[config.mk]
export PLATFORM = sky130hd
export DESIGN_NAME = sync_length_crc32_framer_core
export DESIGN_NICKNAME = d
export VERILOG_FILES = /design/src/rtl/sfr_pkg.sv /design/src/rtl/sfr_front.sv /design/src/rtl/sfr_queue.sv /design/src/rtl/sfr_back.sv /design/src/rtl/sync_length_crc32_framer_core.sv
export VERILOG_INCLUDE_DIRS = /design/src /design/src/rtl
export SDC_FILE = /design/constraint.sdc
export NUM_CORES = 1
export LEC_CHECK = 0
export ABC_AREA = 1
export BUFFER_PORTS_ARGS = -buffer_cell sky130_fd_sc_hd__buf_2
export CORE_AREA = 2 2 268 138
export DETAILED_ROUTE_END_ITERATION = 6
export DIE_AREA = 0 0 270 140
export REMOVE_ABC_BUFFERS = 1
export SLEW_MARGIN = 20
export SYNTH_ARGS = -nofsm -noshare
export SYNTH_HDL_FRONTEND = slang
export SYNTH_SLANG_ARGS = --single-unit
export TNS_END_PERCENT = 30
[constraint.sdc]
create_clock -name clk -period 3.2 [get_ports clk]
set_input_delay 0.16 -clock clk [delete_from_list [all_inputs] [get_ports clk]]
set_output_delay 0.16 -clock clk [all_outputs]
set_load 0.01 [all_outputs]
[src/rtl/assert_macros.svh]
// Assertion macros shared by the framer modules.
`ifndef ASSERT_MACROS_SVH
`define ASSERT_MACROS_SVH

// The condition must hold in the same cycle as the trigger.
`define SFR_ASSERT_SAME(lbl, clk, rst, pre, post) \
  lbl: assert property (@(posedge clk) disable iff (rst) (pre) |-> (post)) \
    else $error("sfr assertion failed");

// The condition must hold in the cycle after the trigger.
`define SFR_ASSERT_NEXT(lbl, clk, rst, pre, post) \
  lbl: assert property (@(posedge clk) disable iff (rst) (pre) |=> (post)) \
    else $error("sfr assertion failed");

`endif

[src/rtl/sfr_pkg.sv]
package sfr_pkg;

  localparam int unsigned BYTE_W      = 8;
  localparam int unsigned LEN_IN_W    = 10;
  localparam int unsigned LEN_HDR_W   = 16;
  localparam int unsigned SYNC_W      = 32;
  localparam int unsigned QUEUE_DEPTH = 4;
  localparam int unsigned APB_ADDR_W  = 2;
  localparam int unsigned APB_DATA_W  = 32;

  localparam logic [SYNC_W-1:0]    SYNC_RESET = 32'hDEADBEEF;
  localparam logic [31:0]          CRC_POLY   = 32'hEDB88320;
  localparam logic [31:0]          CRC_ONES   = 32'hFFFFFFFF;
  localparam logic [LEN_HDR_W-1:0] MAX_LEN    = 16'd512;

  localparam logic [APB_ADDR_W-1:0] REG_SYNC_ADDR = 2'd0;

  typedef struct packed {
    logic [BYTE_W-1:0]    data;
    logic [LEN_HDR_W-1:0] len;
    logic [SYNC_W-1:0]    sync;
    logic                 first;
    logic                 last;
  } cmd_t;

  function automatic logic [31:0] crc_byte(input logic [31:0] c, input logic [7:0] b);
    logic [31:0] r;
    r = c ^ {24'd0, b};
    for (int k = 0; k < 8; k++) begin
      r = r[0] ? (CRC_POLY ^ (r >> 1)) : (r >> 1);
    end
    return r;
  endfunction

endpackage

[src/rtl/sfr_front.sv]
module sfr_front (
  input  logic                              clk,
  input  logic                              rst,
  input  logic                              push,
  output logic                              full,
  input  logic [sfr_pkg::BYTE_W-1:0]        payload_byte,
  input  logic [sfr_pkg::LEN_IN_W-1:0]      frame_length,
  input  logic                              payload_last,
  input  logic [sfr_pkg::SYNC_W-1:0]        sync_pattern,
  input  logic                              q_full,
  output logic                              q_push,
  output sfr_pkg::cmd_t                     q_cmd
);

  logic                             frame_open;
  logic [sfr_pkg::LEN_HDR_W-1:0]    len_ext;

  always_comb begin
    len_ext = {{(sfr_pkg::LEN_HDR_W - sfr_pkg::LEN_IN_W){1'b0}}, frame_length};
    q_cmd.data  = payload_byte;
    q_cmd.len   = (len_ext > sfr_pkg::MAX_LEN) ? sfr_pkg::MAX_LEN : len_ext;
    q_cmd.sync  = sync_pattern;
    q_cmd.first = !frame_open;
    q_cmd.last  = payload_last;
  end

  assign full   = q_full;
  assign q_push = push && !q_full;

  always_ff @(posedge clk) begin
    if (rst) begin
      frame_open <= 1'b0;
    end else if (q_push) begin
      frame_open <= !payload_last;
    end
  end

endmodule

[src/rtl/sfr_queue.sv]
`include "assert_macros.svh"

module sfr_queue #(
  parameter int unsigned Depth = sfr_pkg::QUEUE_DEPTH
) (
  input  logic          clk,
  input  logic          rst,
  input  logic          wr_en,
  input  sfr_pkg::cmd_t wr_cmd,
  output logic          q_full,
  input  logic          rd_en,
  output logic          rd_valid,
  output sfr_pkg::cmd_t rd_cmd
);

  localparam int unsigned PtrW = $clog2(Depth);
  localparam int unsigned CntW = $clog2(Depth + 1);
  localparam logic [PtrW-1:0] PtrLast = PtrW'(Depth - 1);
  localparam logic [CntW-1:0] CntFull = CntW'(Depth);

  sfr_pkg::cmd_t   store [Depth];
  logic [PtrW-1:0] wr_ptr;
  logic [PtrW-1:0] rd_ptr;
  logic [CntW-1:0] count;

  assign q_full   = (count == CntFull);
  assign rd_valid = (count != '0);
  assign rd_cmd   = store[rd_ptr];

  always_ff @(posedge clk) begin
    if (wr_en) begin
      store[wr_ptr] <= wr_cmd;
    end
  end

  always_ff @(posedge clk) begin
    if (rst) begin
      wr_ptr <= '0;
      rd_ptr <= '0;
      count  <= '0;
    end else begin
      if (wr_en) begin
        wr_ptr <= (wr_ptr == PtrLast) ? '0 : wr_ptr + 1'b1;
      end
      if (rd_en) begin
        rd_ptr <= (rd_ptr == PtrLast) ? '0 : rd_ptr + 1'b1;
      end
      if (wr_en && !rd_en) begin
        count <= count + 1'b1;
      end else if (rd_en && !wr_en) begin
        count <= count - 1'b1;
      end
    end
  end

  `SFR_ASSERT_SAME(a_no_read_empty, clk, rst, rd_en, rd_valid)
  `SFR_ASSERT_SAME(a_count_bound, clk, rst, 1'b1, count <= CntFull)

endmodule

[src/rtl/sfr_back.sv]
`include "assert_macros.svh"

module sfr_back (
  input  logic                        clk,
  input  logic                        rst,
  input  logic                        q_valid,
  input  sfr_pkg::cmd_t               q_cmd,
  output logic                        q_pop,
  output logic                        empty,
  input  logic                        pop,
  output logic [sfr_pkg::BYTE_W-1:0]  out_byte,
  output logic                        run_last,
  output logic                        frame_end
);

  typedef enum logic [1:0] {
    PH_SYNC,
    PH_LEN,
    PH_DATA,
    PH_CRC
  } phase_t;

  phase_t      phase;
  phase_t      phase_eff;
  phase_t      phase_next;
  logic [1:0]  idx;
  logic [1:0]  idx_eff;
  logic [1:0]  idx_next;
  logic        mid;
  logic        out_valid;
  logic [31:0] crc;
  logic [31:0] crc_base;
  logic [31:0] crc_next;
  logic [31:0] crc_fin;
  logic [7:0]  byte_sel;
  logic        done;
  logic        adv;

  always_comb begin
    phase_eff = mid ? phase : (q_cmd.first ? PH_SYNC : PH_DATA);
    idx_eff   = mid ? idx : 2'd0;
    crc_base  = (!mid && q_cmd.first) ? sfr_pkg::CRC_ONES : crc;
    crc_fin   = ~crc_base;
    done       = 1'b0;
    phase_next = phase_eff;
    idx_next   = idx_eff + 2'd1;
    case (phase_eff)
      PH_SYNC: begin
        byte_sel = 8'(q_cmd.sync >> {~idx_eff, 3'b000});
        if (idx_eff == 2'd3) begin
          phase_next = PH_LEN;
          idx_next   = 2'd0;
        end
      end
      PH_LEN: begin
        byte_sel = idx_eff[0] ? q_cmd.len[7:0] : q_cmd.len[15:8];
        if (idx_eff[0]) begin
          phase_next = PH_DATA;
          idx_next   = 2'd0;
        end
      end
      PH_DATA: begin
        byte_sel = q_cmd.data;
        idx_next = 2'd0;
        if (q_cmd.last) begin
          phase_next = PH_CRC;
        end else begin
          done = 1'b1;
        end
      end
      PH_CRC: begin
        byte_sel = 8'(crc_fin >> {idx_eff, 3'b000});
        if (idx_eff == 2'd3) begin
          done = 1'b1;
        end
      end
      default: begin
        byte_sel = '0;
        done     = 1'b1;
      end
    endcase
    crc_next = (phase_eff == PH_CRC) ? crc_base : sfr_pkg::crc_byte(crc_base, byte_sel);
  end

  assign adv   = q_valid && (!out_valid || pop);
  assign q_pop = adv && done;
  assign empty = !out_valid;

  always_ff @(posedge clk) begin
    if (rst) begin
      mid       <= 1'b0;
      phase     <= PH_DATA;
      idx       <= 2'd0;
      out_valid <= 1'b0;
    end else if (adv) begin
      mid       <= !done;
      phase     <= phase_next;
      idx       <= idx_next;
      crc       <= crc_next;
      out_byte  <= byte_sel;
      run_last  <= done;
      frame_end <= done && (phase_eff == PH_CRC);
      out_valid <= 1'b1;
    end else if (pop) begin
      out_valid <= 1'b0;
    end
  end

  `SFR_ASSERT_SAME(a_end_is_last, clk, rst, out_valid && frame_end, run_last)
  `SFR_ASSERT_NEXT(a_stay_mid, clk, rst, adv && !done, mid)
  `SFR_ASSERT_SAME(a_mid_needs_entry, clk, rst, mid, q_valid)

endmodule

[src/rtl/sync_length_crc32_framer_core.sv]
// Channel   Handshake          Beat contents
// input     push / full        payload_byte, frame_length, payload_last
// result    pop / empty        out_byte, run_last, frame_end
// config    APB psel/penable   sync_pattern at byte address 0
//
// A middle payload byte yields one beat, so such bytes stream at one beat per cycle
// while pop is high. A first byte adds four sync and two length bytes before it, a
// last byte four CRC bytes after it, from the one-byte-per-cycle output sequencer;
// the input queue absorbs these bursts. Reset is synchronous and active high and clears
// the queue, frame state and output. A stall on the result side holds the output
// register, and input stops only when the queue is full.
module sync_length_crc32_framer_core #(
  parameter int unsigned QueueDepth = sfr_pkg::QUEUE_DEPTH
) (
  input  logic                             clk,
  input  logic                             rst,
  input  logic                             push,
  output logic                             full,
  input  logic [sfr_pkg::BYTE_W-1:0]       payload_byte,
  input  logic [sfr_pkg::LEN_IN_W-1:0]     frame_length,
  input  logic                             payload_last,
  output logic                             empty,
  input  logic                             pop,
  output logic [sfr_pkg::BYTE_W-1:0]       out_byte,
  output logic                             run_last,
  output logic                             frame_end,
  input  logic                             psel,
  input  logic                             penable,
  input  logic                             pwrite,
  input  logic [sfr_pkg::APB_ADDR_W-1:0]   paddr,
  input  logic [sfr_pkg::APB_DATA_W-1:0]   pwdata,
  output logic [sfr_pkg::APB_DATA_W-1:0]   prdata,
  output logic                             pready
);

  logic [sfr_pkg::SYNC_W-1:0] sync_pattern;
  logic                       q_full;
  logic                       q_push;
  logic                       q_pop;
  logic                       q_valid;
  sfr_pkg::cmd_t              wr_cmd;
  sfr_pkg::cmd_t              rd_cmd;

  assign pready = 1'b1;
  assign prdata = (paddr == sfr_pkg::REG_SYNC_ADDR) ? sync_pattern : '0;

  always_ff @(posedge clk) begin
    if (rst) begin
      sync_pattern <= sfr_pkg::SYNC_RESET;
    end else if (psel && penable && pwrite && pready && (paddr == sfr_pkg::REG_SYNC_ADDR)) begin
      sync_pattern <= pwdata;
    end
  end

  sfr_front u_front (
    .clk          (clk),
    .rst          (rst),
    .push         (push),
    .full         (full),
    .payload_byte (payload_byte),
    .frame_length (frame_length),
    .payload_last (payload_last),
    .sync_pattern (sync_pattern),
    .q_full       (q_full),
    .q_push       (q_push),
    .q_cmd        (wr_cmd)
  );

  sfr_queue #(
    .Depth (QueueDepth)
  ) u_queue (
    .clk      (clk),
    .rst      (rst),
    .wr_en    (q_push),
    .wr_cmd   (wr_cmd),
    .q_full   (q_full),
    .rd_en    (q_pop),
    .rd_valid (q_valid),
    .rd_cmd   (rd_cmd)
  );

  sfr_back u_back (
    .clk       (clk),
    .rst       (rst),
    .q_valid   (q_valid),
    .q_cmd     (rd_cmd),
    .q_pop     (q_pop),
    .empty     (empty),
    .pop       (pop),
    .out_byte  (out_byte),
    .run_last  (run_last),
    .frame_end (frame_end)
  );

endmodule

==> Word level (Yosys, flattened, before mapping) <==
Memory sizes are Yosys's and may differ from the RTL's. A register that Yosys moved wholly into a read port is not among the register bits.
Cells that the tools add are included.
{ "word_totals": {"regBits": 88, "latch_bits": 0, "mem_bits_rw": 208, "rom_bits": 0, "inputBits": 60, "output_inout_bits": 45, "mem_count": 1} }
{ "classes": {"n_addsub": 5, "n_mul": 0, "div_mod_pow": 0, "order_cmp": 1, "n_eq_ne": 7, "shift": 2, "mux": 37, "bitwise": 12, "reduce_logical": 25} }
{ "memory_table": {"columns": ["memory", "depth", "word_bits", "read_ports", "rd_clocked_by_memory_dff", "write_ports", "line_no", "source"], "rows": [
  ["u_queue.store", 4, 52, 1, 1, 1, "sfr_queue.sv:21", "sfr_pkg::cmd_t store [Depth];"]
]} }
{ "op_table": {"columns": ["op", "n"], "rows": [
  ["$mux W32", 11],
  ["$not A13 Y14", 8],
  ["$shr A32 B5 Y8", 2],
  ["$not A32 Y32", 1],
  ["$pmux W8 S4", 1],
  ["$xor A32 B8 Y32", 1],
  ["$mux W2", 12],
  ["$pmux W2 S3", 2],
  ["$eq A2 B2 Y1 const B", 5],
  ["$gt A10 B10 Y1 const B", 1],
  ["$logic_and A1 B1 Y1", 10],
  ["$mux W10", 1],
  ["$logic_not A1 Y1", 8],
  ["$mux W8", 1],
  ["$add A2 B1 Y2 const B", 3],
  ["$mux W1", 6],
  ["$mux W3", 2],
  ["$logic_not A2 Y1", 2],
  ["$reduce_bool A2 Y1", 2],
  ["$add A3 B1 Y3 const B", 1],
  ["$eq A3 B3 Y1 const B", 1],
  ["$reduce_bool A3 Y1", 1],
  ["$sub A3 B1 Y3 const B", 1],
  ["$eq A2 B1 Y1 const B", 1],
  ["other kinds (5)", 5]
]} }

==> Longest topological paths before layout <==
Gate-level depths: netlist (run 1).
{ "logic_depth": {"depth_word": 24, "depth_mapped": 24, "depth_no_buf": 23} }

==> Cells and area by module <==
A second synthesis (run 1) with hierarchy kept.
{ "hier_totals": {"cells_unflattened": 1623, "area_unflattened_um2": 15618.7} }
{ "by_module_without_submodules": {"columns": ["module", "instances", "cells_per_inst", "area_per_inst_um2", "seq_area_each_um2"], "rows": [
  ["sfr_queue", 1, 621, 9103.7, 7146.9],
  ["sfr_back", 1, 687, 4441.8, 1381.3],
  ["sync_length_crc32_framer_core", 1, 232, 1545.2, 640.6],
  ["sfr_front", 1, 83, 528.0, 20.0]
]} }

==> Least setup slack after synthesis (run 1) <==
OpenSTA, ideal clock, no wires.
{ "synth_path": {"path_kind": "flip-flop to flip-flop", "start": "reg u_queue.count[0]", "end": "mem u_queue.store[0][0] (netlist name), enable pin", "setup_time_ps": 462, "arrival_ps": 3023, "t_required_ps": 2738, "slack_ps": -285, "stages_incl_launch_ff": 5, "path_buffers": 0, "synth_period_minus_slack_ps": 3485, "path_cell_list": "dfxtp_1 -> nor3_1 -> nor2_1 -> inv_1 -> nor2_1"} }
{ "synth_via": {"elab_chain_len": 5} }
{ "synth_lines": {"columns": ["item", "line_no", "source"], "rows": [
  ["start, declared", "sfr_queue.sv:24", "logic [CntW-1:0] count;"],
  ["start signal, assigned", "sfr_queue.sv:49", "count <= count + 1'b1;"],
  ["start signal, assigned", "sfr_queue.sv:51", "count <= count - 1'b1;"],
  ["$eq A3 B3 Y1", "sfr_queue.sv:26", "assign q_full = (count == CntFull);"],
  ["net full", "sync_length_crc32_framer_core.sv:18", "output logic full,"],
  ["$logic_not A1 Y1", "sfr_front.sv:28", "assign q_push = push && !q_full;"],
  ["$logic_and A1 B1 Y1", "sfr_front.sv:28", null],
  ["net q_push", "sync_length_crc32_framer_core.sv:38", "logic q_push;"],
  ["$mux W1", "sfr_queue.sv:31", "if (wr_en) begin"],
  ["$mux W1 (not written as such)", "sfr_queue.sv:32", "store[wr_ptr] <= wr_cmd;"],
  ["end, declared", "sfr_queue.sv:21", null]
]} }
The timed path passes the listed nets, and every way through them passes these cells.

==> impl_metrics.py, run 1 <==
metrics = {
    "drt": {
        "drc": 0,
        "via_count": 10500,
        "drt-wirelength-per-cell_um": 17.7,
        "drt_pass1_iterations": 6,
        "drt_iter0_drc": 1007,
        "vias_per_cell": 5.08,
        "wl_um": 36300,
        "final_antenna_net_count": 0,
    },
    "sta": {
        "setup_violations": 0,
        "fin_worst_skew_ps": 11.3,
        "period_needed_ps": 3020,
        "clock.fmax_ghz": 0.332,
        "min_period_over_period": 0.943,
        "drv_slew": 0,
        "setup_tns_ps": 0,
        "hold_viol": 0,
        "worst_hold_slack_ps": 27.9,
        "rsz0062_at_grt": "true",
    },
    "setup_path": {
        "arrival_ps": 3330,
        "path_class": "register to register",
        "cp_max_fo": 29,
        "cp-start-kind": "register",
        "worstSetupEndpointType": "register",
        "cp.required_ps": 3510,
    },
    "grt": {
        "grt_pass1_vias": 9679,
        "grtUsageMet3": 0.0326,
        "overflow": 0,
        "use_met1": 0.299,
        "use_met2": 0.274,
        "antenna_found_initial": 0,
        "grt_max_degree": 65,
        "grt_pass1_wl_um": 56200,
        "grt_use_total": 0.190,
        "busiest_layer": "met1",
    },
    "clocking": {
        "numCtsBuffers": 26,
        "numClockSinks": 298,
        "cts_max_level": 1,
        "clock_latency_ps": 550,
        "cts_max_path_buffers": 3,
        "clkTransAtPathRegs_ps": 70,
        "cts_root_buf": "clkbuf_16",
        "cts_tree": "built",
    },
    "synth": {
        "synth_area_mm2": 0.0139,
        "synth-xor-area-share": 0.0248,
        "ys_top_cells_by_area": "edfxtp_1 54%, dfxtp_1 6.9%, nor2_1 6.2%",
        "synth_compound_area_frac": 0.107,
        "postSynthAreaPerCell_um2": 9.97,
        "synth-seq-area-share": 0.607,
        "yosysWarnings": 0,
        "synth-main-ff-cell": "edfxtp_1",
        "ys_ff_latch": 298,
        "synth_largest_area_cell": "edfxtp_1",
        "synth.distinct_cells": 45,
        "synth-simple-area-share": 0.190,
        "synthMuxAreaShare": 0,
        "yosys.area_share.adder": 0.00861,
        "synth-edff-count": 250,
        "async_reset_ff_frac": 0,
        "synth_top_cell_area_share": 0.538,
        "synth_cells": 1399,
        "synth_top_family_by_area": "simple AND/OR/NAND/NOR gates",
    },
    "power_and_ir_drop": {
        "peakVddDrop_uv": 726,
        "p_leak_nw": 6.47,
        "power_density_mw_per_mm2": 1210,
    },
    "cells_and_area": {
        "num_antenna_cells": 0,
        "final_cells": 2057,
        "fillers": 3341,
        "syn2layout_area_growth_pct": 18.6,
        "post-route-util": 0.468,
        "final_nets": 1622,
        "drive_above_1_share": 0.172,
    },
    "status": {
        "status": "finished, final reports clean",
    },
    "die": {
        "dieArea_mm2": 0.0378,
        "coreArea_mm2": 0.0354,
        "rows": 49,
        "start_util": 0.394,
        "die_h_um": 140,
        "dieWidth_um": 270,
        "io-pin-count": 105,
    },
    "job": {
        "drv_cap": 0,
    },
    "place": {
        "gp_congestion": 0.898,
        "hpwlAfterDp_um": 23800,
        "dp.cells": 1962,
        "port_buffers": 103,
    },
    "hold_path": {
        "hold_path_class": "primary input to register",
    },
}
[final cells by class]
| cell class | count | area (um^2) | share of cell area |
|---|---|---|---|
| Sequential cell | 298 | 8470 | 0.512 |
| Tap cell | 484 | 606 | 0.0366 |
| Multi-Input combinational cell | 908 | 4680 | 0.283 |
| Clock inverter | 14 | 72.6 | 0.00439 |
| Clock buffer | 34 | 753 | 0.0455 |
| Inverter | 123 | 467 | 0.0282 |
| Timing Repair Buffer | 196 | 1500 | 0.0907 |
[worst paths after layout]
check | start | end | slack (ps) | depth (start not counted)
worst min register to register | u_back.phase[1] | u_back.phase[1] | 480 | 2
worst max register to register | register | u_back.crc[23] | 180 | 22
worst max-delay path | register | u_back.crc[23] | 180 | 22
worst min-delay path | push | u_front.frame_open | 30 | 4
[layer usage]
layer	part of all wire	up-vias
met5	0	-
met4	0.016	0
met3	0.065	41
met2	0.41	320
met1	0.51	5026
li1	-	5064
[timing repair]
action / in CTS / in global routing
hold endpoints to repair: 82 / 0
resized for setup: 0 / 9
buffers inserted: 0 / 2
hold buffers: 45 / 0
endpoints found under the setup margin: 0 / 13
[critical path: stages, from the launching register on]
cell and delay [ps]:
dfxtp_4 390, buf_12 180, nand2_1 80, nand3_1 100, nand2_2 70, nand2_4 90, buf_12 180, inv_2 150
buf_4 200, nor2_2 130, inv_1 80, nand3_1 110, nand2_2 150, nand2_1 90, nand2_1 160, nand2_1 110
nand2_1 110, inv_2 80, nand2_1 50, nand3_1 60, nand2_1 60, nand2_1 60, nand2_1 50
[flip-flops by register name, indices dropped and copies added (netlist names), 2 cells and up, named ones only]
signal	count
u_queue.count	3
u_back.out_byte	8
u_back.crc	32
u_queue.wr_ptr	2
u_queue.store	208
u_back.phase	2
sync_pattern	32
u_queue.rd_ptr	2
u_back.idx	2
[power by group]
part / internal (W) / total [W] / switching, W
sequential: 0.00541 / 0.00568 / 0.000268
combinational: 0.00376 / 0.0113 / 0.00752
clock: 0.00166 / 0.00310 / 0.00144
[stage by stage]
stage,instance area (um^2),total power (W),setup slack [ps]
finish,16500,0.0201,184
global route,16500,0.0215,-1.56
CTS,16500,0.0198,51.9
detailed placement,15200,0.0166,71.2
global placement,15200,0.0166,78.4
floorplan,13500,0.0132,-1590
[cell usage after synthesis (3+ instances only)]
library cell / count
nand4_1: 3
nand3_2: 6
buf_2: 30
edfxtp_1: 250
xnor2_1: 7
a21oi_1: 25
buf_6: 11
o21ai_1: 21
ha_1: 8
o22ai_1: 16
dfxtp_1: 48
nand3_1: 80
inv_1: 116
nand3b_1: 6
o21ai_0: 125
nand2_2: 34
buf_1: 3
xor2_1: 27
clkbuf_1: 22
inv_2: 4
nand2_4: 11
nor2_1: 231
o211ai_1: 57
buf_4: 3
xor2_2: 3
nand2_1: 227
[cell usage in the layout, fill, tap and decap left out, types with 3 or more instances in the layout]
master,Yosys,layout
o21ai_0,125,125
ha_1,8,8
nor2_2,0,4
buf_12,1,14
o211ai_1,57,57
nor2_1,231,221
buf_4,3,34
dlygate4sd3_1,0,45
clkbuf_1,22,3
xnor2_1,7,7
inv_1,116,116
clkinv_2,0,6
nand3_1,80,80
clkbuf_16,0,28
xor2_1,27,26
nand3_2,6,6
nand2_4,11,12
xor2_2,3,4
clkbuf_8,0,3
o21ai_1,21,20
nand2_1,227,227
buf_2,30,103
nand4_1,3,3
dfxtp_1,48,46
inv_2,4,4
a21oi_1,25,25
edfxtp_1,250,250
clkinv_1,1,6
nor2_4,0,6
nand3b_1,6,6
o22ai_1,16,16
nand2_2,34,33
[cell families (layout without fill, tap and decap cells)]
| kind of cell | Yosys count | count (layout) |
|---|---|---|
| simple gates | 605 | 605 |
| flops | 298 | 298 |
| compound gates | 256 | 256 |
| buf+inv | 193 | 367 |
| xor+xnor | 37 | 37 |
| fa+ha+maj | 9 | 9 |
| other cells | 1 | 1 |
Note: power is estimated with default switching activity, not from simulation.
==> run 2: changes to the inputs <==
--- a/config.mk
+++ b/config.mk
@@ -12,6 +12,7 @@
 export DETAILED_ROUTE_END_ITERATION = 6
 export DIE_AREA = 0 0 270 140
 export REMOVE_ABC_BUFFERS = 1
+export SETUP_SLACK_MARGIN = 0.2
 export SLEW_MARGIN = 20
 export SYNTH_ARGS = -nofsm -noshare
 export SYNTH_HDL_FRONTEND = slang
==> impl_metrics.py, run 2 (synthesized netlist as in run 1, its figures left out) <==
metrics = {
    "status": {
        "status": "finished, final reports clean",
    },
    "cells_and_area": {
        "drive_above_1_share": 0.194,
        "largest_reg_flops": 208,
        "num_antenna_cells": 0,
        "layout_commonest_cell": "edfxtp_1",
        "top_register": "u_queue.store",
        "final_cell_mix": "250 x edfxtp_1, 220 x nor2_1, 213 x nand2_1",
        "final_nets": 1641,
        "syn2layout_area_growth_pct": 21.0,
        "post-route-util": 0.477,
        "finalInstanceArea_mm2": 0.0169,
        "reg_top3": "u_queue.store: 208 flops, sync_pattern: 32 flops, u_back.crc: 32 flops",
    },
    "grt": {
        "grt_pass1_vias": 9699,
        "antenna_found_initial": 0,
        "overflow": 0,
        "grt_max_degree": 65,
        "grt_use_total": 0.190,
        "grt_pass1_wl_um": 56300,
    },
    "setup_path": {
        "cp_max_fo": 11,
        "cp.required_ps": 3500,
        "rr_worst_depth": 17,
        "critPathMaxStageDelay_ps": 390,
        "crit_path_frequent_cell": "nand2_1",
        "arrival_ps": 3250,
        "cpMaxStageDelayCell": "dfxtp_4",
        "path_class": "register to register",
        "worstSetupEndpointType": "register",
        "cp_cell_sequence": "buf_12, buf_4, o21ai_0, o22ai_1, nand2_1, nand2_1, nor2_2, nand2_1, nand2_1, nand2_1, nand2_1, nand2_2, nand2_4, xor2_2, xnor2_1, nand2_1, nand2_1",
        "cp-start-kind": "register",
    },
    "hold_path": {
        "hold_path_class": "primary input to register",
        "holdPathStages": 4,
    },
    "sta": {
        "worst_hold_slack_ps": 27.9,
        "fin_worst_skew_ps": 11.5,
        "clock.fmax_ghz": 0.339,
        "hold_viol": 0,
        "setup_violations": 0,
        "drv_slew": 0,
        "rsz0062_at_grt": "true",
        "min_period_over_period": 0.921,
        "period_needed_ps": 2950,
    },
    "drt": {
        "wl_um": 37800,
        "drc": 0,
        "vias_per_cell": 5.13,
        "via_count": 10600,
        "drt_pass1_iterations": 6,
        "final_antenna_net_count": 0,
        "drt-wirelength-per-cell_um": 18.2,
        "drt_iter0_drc": 1187,
    },
    "place": {
        "gp_congestion": 0.898,
        "port_buffers": 103,
        "dpl_cell_area_mm2": 0.0152,
        "hpwlAfterDp_um": 23800,
    },
    "clocking": {
        "cts_root_buf": "clkbuf_16",
        "clkTransAtPathRegs_ps": 70,
        "clock_latency_ps": 550,
        "cts_max_path_buffers": 3,
        "cts_max_level": 1,
        "numClockSinks": 298,
        "cts_tree": "built",
        "numCtsBuffers": 26,
    },
    "die": {
        "io-pin-count": 105,
        "dieWidth_um": 270,
        "die_h_um": 140,
        "coreArea_mm2": 0.0354,
        "start_util": 0.394,
        "rows": 49,
        "dieArea_mm2": 0.0378,
    },
    "job": {
        "drv_cap": 0,
    },
}
==> run 2: path summary, 6_finish.rpt <==
| path | endpoint | slack (ps) | startpoint |
|---|---|---|---|
| min | u_front.frame_open | 30 | push |
| max reg2reg | u_back.crc[25] | 250 | register |
| min reg2reg | u_back.phase[1] | 490 | u_back.phase[1] |
| max | u_back.crc[25] | 250 | register |
==> run 2: metal layers <==
layer,up-vias,wire (um),GRT usage
li1,5093,-,-
met1,5127,18600,0.299
met4,0,599,0.0363
met3,48,3010,0.0350
met5,-,0,0
met2,375,15600,0.274
==> run 2: what timing repair did <==
item,4_1_cts,5_1_grt
gates cloned,0,5
hold endpoints to repair,82,0
hold buffers,45,0
resized for setup,2,37
pin swaps,1,8
setup endpoints to repair,7,26
setup buffers,4,12
==> run 2: worst max-delay path, delay by kind of cell, from the launching register on <==
kind,cells,cell delay [ps]
AND/OR/NAND/NOR,11,1290
flip-flops,1,390
XOR/XNOR,2,380
AO/OA/AOI/OAI,2,360
buffers and inverters,2,280
==> run 2: final cells by class <==
cell class	count	area, um^2
repair buffers	214	1730
fillers	3300	18500
clock buffers	34	753
flip-flops and latches	298	8480
multi-input cells	909	4770
clock inverters	14	72.6
inverters	123	472
well taps	484	606
==> run 2: stage by stage <==
step / std cells / setup WS (ps) / TNS, ps
3_3_place_gp: 1962 / 78.4 / 0
3_5_place_dp: 1962 / 71.2 / 0
5_1_grt: 2076 / 122 / 0
6_report: 2076 / 254 / 0
4_1_cts: 2059 / 198 / 0
2_1_floorplan: 1329 / -1590 / -119710
Power of run 2 is left out: the tool's default activity adds up to more than one toggle a clock period on the data nets, which glitch-free logic cannot reach.
==> run 3: changes to the inputs <==
--- a/config.mk
+++ b/config.mk
@@ -11,6 +11,7 @@
 export CORE_AREA = 2 2 268 138
 export DETAILED_ROUTE_END_ITERATION = 6
 export DIE_AREA = 0 0 270 140
+export PLACE_DENSITY = 0.58
 export REMOVE_ABC_BUFFERS = 1
 export SETUP_SLACK_MARGIN = 0.2
 export SLEW_MARGIN = 20
==> impl_metrics.py, run 3 (synthesized netlist as in run 1, its figures left out) <==
metrics = {
    "clocking": {
        "clkTransAtPathRegs_ps": 70,
        "numCtsBuffers": 27,
        "cts_max_path_buffers": 3,
        "cts_root_buf": "clkbuf_16",
        "cts_max_level": 1,
        "cts_tree": "built",
        "clock_latency_ps": 560,
        "numClockSinks": 298,
    },
    "setup_path": {
        "path_class": "register to register",
        "cp-endpoint": "u_back.crc[23]",
        "r2r-end": "u_back.crc[23]",
        "cp_max_fo": 14,
        "r2r_slack_ps": 330,
        "cp-start-kind": "register",
        "arrival_ps": 3180,
        "rr_worst_depth": 22,
        "worstSetupEndpointType": "register",
        "cp.required_ps": 3510,
    },
    "grt": {
        "overflow": 0,
        "grt_max_degree": 67,
        "grt_pass1_wl_um": 56900,
        "grt_use_total": 0.193,
        "grt_pass1_vias": 9790,
        "antenna_found_initial": 0,
    },
    "die": {
        "dieWidth_um": 270,
        "start_util": 0.394,
        "dieArea_mm2": 0.0378,
        "rows": 49,
        "die_h_um": 140,
        "io-pin-count": 105,
        "coreArea_mm2": 0.0354,
    },
    "sta": {
        "tightest_slew_ps": 832,
        "drv_slew": 0,
        "hold_viol": 0,
        "rsz0062_at_grt": "true",
        "setup_slack_ps": 331,
        "period_needed_ps": 2870,
        "fin_worst_skew_ps": 19.2,
        "min_period_over_period": 0.896,
        "clock.fmax_ghz": 0.349,
        "setup_violations": 0,
        "slew_headroom": 0.445,
        "worst_hold_slack_ps": 4.84,
    },
    "status": {
        "status": "finished, final reports clean",
    },
    "drt": {
        "via_count": 10600,
        "drt_iter0_drc": 1076,
        "drt_pass1_iterations": 5,
        "drc": 0,
        "drt-wirelength-per-cell_um": 18.3,
        "vias_per_cell": 5.08,
        "wl_um": 38200,
        "final_antenna_net_count": 0,
    },
    "place": {
        "gp_congestion": 0.879,
        "dpl_worst_slack_ps": 213,
        "port_buffers": 103,
        "hpwlAfterDp_um": 24600,
    },
    "cells_and_area": {
        "syn2layout_area_growth_pct": 21.8,
        "multi_input_area_mm2": 0.00476,
        "final_nets": 1655,
        "num_antenna_cells": 0,
        "largest_reg_flops": 208,
        "seq_area_mm2": 0.00848,
        "fillers": 3321,
        "top_register": "u_queue.store",
        "reg_top3": "u_queue.store: 208 flops, sync_pattern: 32 flops, u_back.crc: 32 flops",
        "layout_commonest_cell": "edfxtp_1",
        "drive_above_1_share": 0.200,
        "final_cell_mix": "250 x edfxtp_1, 221 x nor2_1, 220 x nand2_1",
    },
    "job": {
        "drv_cap": 0,
    },
    "hold_path": {
        "hold_path_class": "primary input to register",
    },
}
-- run 3: cell types whose count changed in the layout (fill, tap and decap cells not counted), sizes merged --
cell,before,now
clkinv,12,11
clkinvlp,2,3
bufinv,0,2
inv,123,125
dlygate4sd3,45,44
buf,165,180
clkbuf,38,35
-- run 3: area by class of cell --
cell class | instances | share of cell area
timing repair buffer | 227 | 0.105
multi-input combinational | 909 | 0.280
tap | 484 | 0.0356
clock buffer | 32 | 0.0426
sequential | 298 | 0.499
clock inverter | 18 | 0.0102
inverter | 123 | 0.0278
-- run 3: metrics by stage --
| step | cell area [um^2] | utilization | TNS [ps] | std cells |
|---|---|---|---|---|
| 2_1_floorplan | 13500 | - | -119710 | 1329 |
| 3_3_place_gp | 15400 | 0.435 | 0 | 1989 |
| 3_5_place_dp | 15400 | 0.435 | 0 | 1989 |
| 4_1_cts | 16700 | 0.473 | 0 | 2083 |
| 5_1_grt | 17000 | 0.480 | 0 | 2091 |
| 6_report | 17000 | 0.480 | 0 | 2091 |
-- run 3: how the worst min path moves through the flow --
stage / from / slack, ps / endpoint / cells after the start
after floorplan: rst / 230 / u_queue.count[0] / 1
after global placement: pwdata[28] / 380 / sync_pattern[28] / 3
after detailed placement: pwdata[11] / 380 / sync_pattern[11] / 3
after CTS: frame_length[2] / 0.04 / u_queue.store[3][36] / 3
after global routing: push / 20 / u_front.frame_open / 4
final: frame_length[2] / 5 / u_queue.store[3][36] / 3
-- run 3: metal layers --
metal	share of wire	wire, um	vias up	global-route usage
met3	0.079	3020	33	0.0339
met5	0	0	-	0
met1	0.50	19300	5059	0.310
li1	-	-	5131	-
met4	0.013	495	0	0.0292
met2	0.40	15400	398	0.272
-- run 3: worst max-delay path, stage by stage, from the launching register on --
cell     delay (ps)
dfxtp_4         440
inv_8            90
nand2_1          70
nand3_1          80
nand2_2          90
nand2_4          70
nand2_4          80
inv_4            60
nor2_8          210
buf_12          160
nand3_2         110
nand2_1         150
nand2_1          90
nand2_2         140
nand2_2          90
nand2_4         170
nand2_2          90
nand2_4         100
nand2_1          60
nand3_1          90
nand2_1          60
nand2_1          50
nand2_1          50
-- run 3: repair_timing --
action,in CTS,in global routing
setup buffers,0,4
endpoints found under the hold margin,78,0
hold buffers,44,0
setup endpoints to repair,0,26
resized for setup,0,37
Power of run 3 is left out for the same reason.
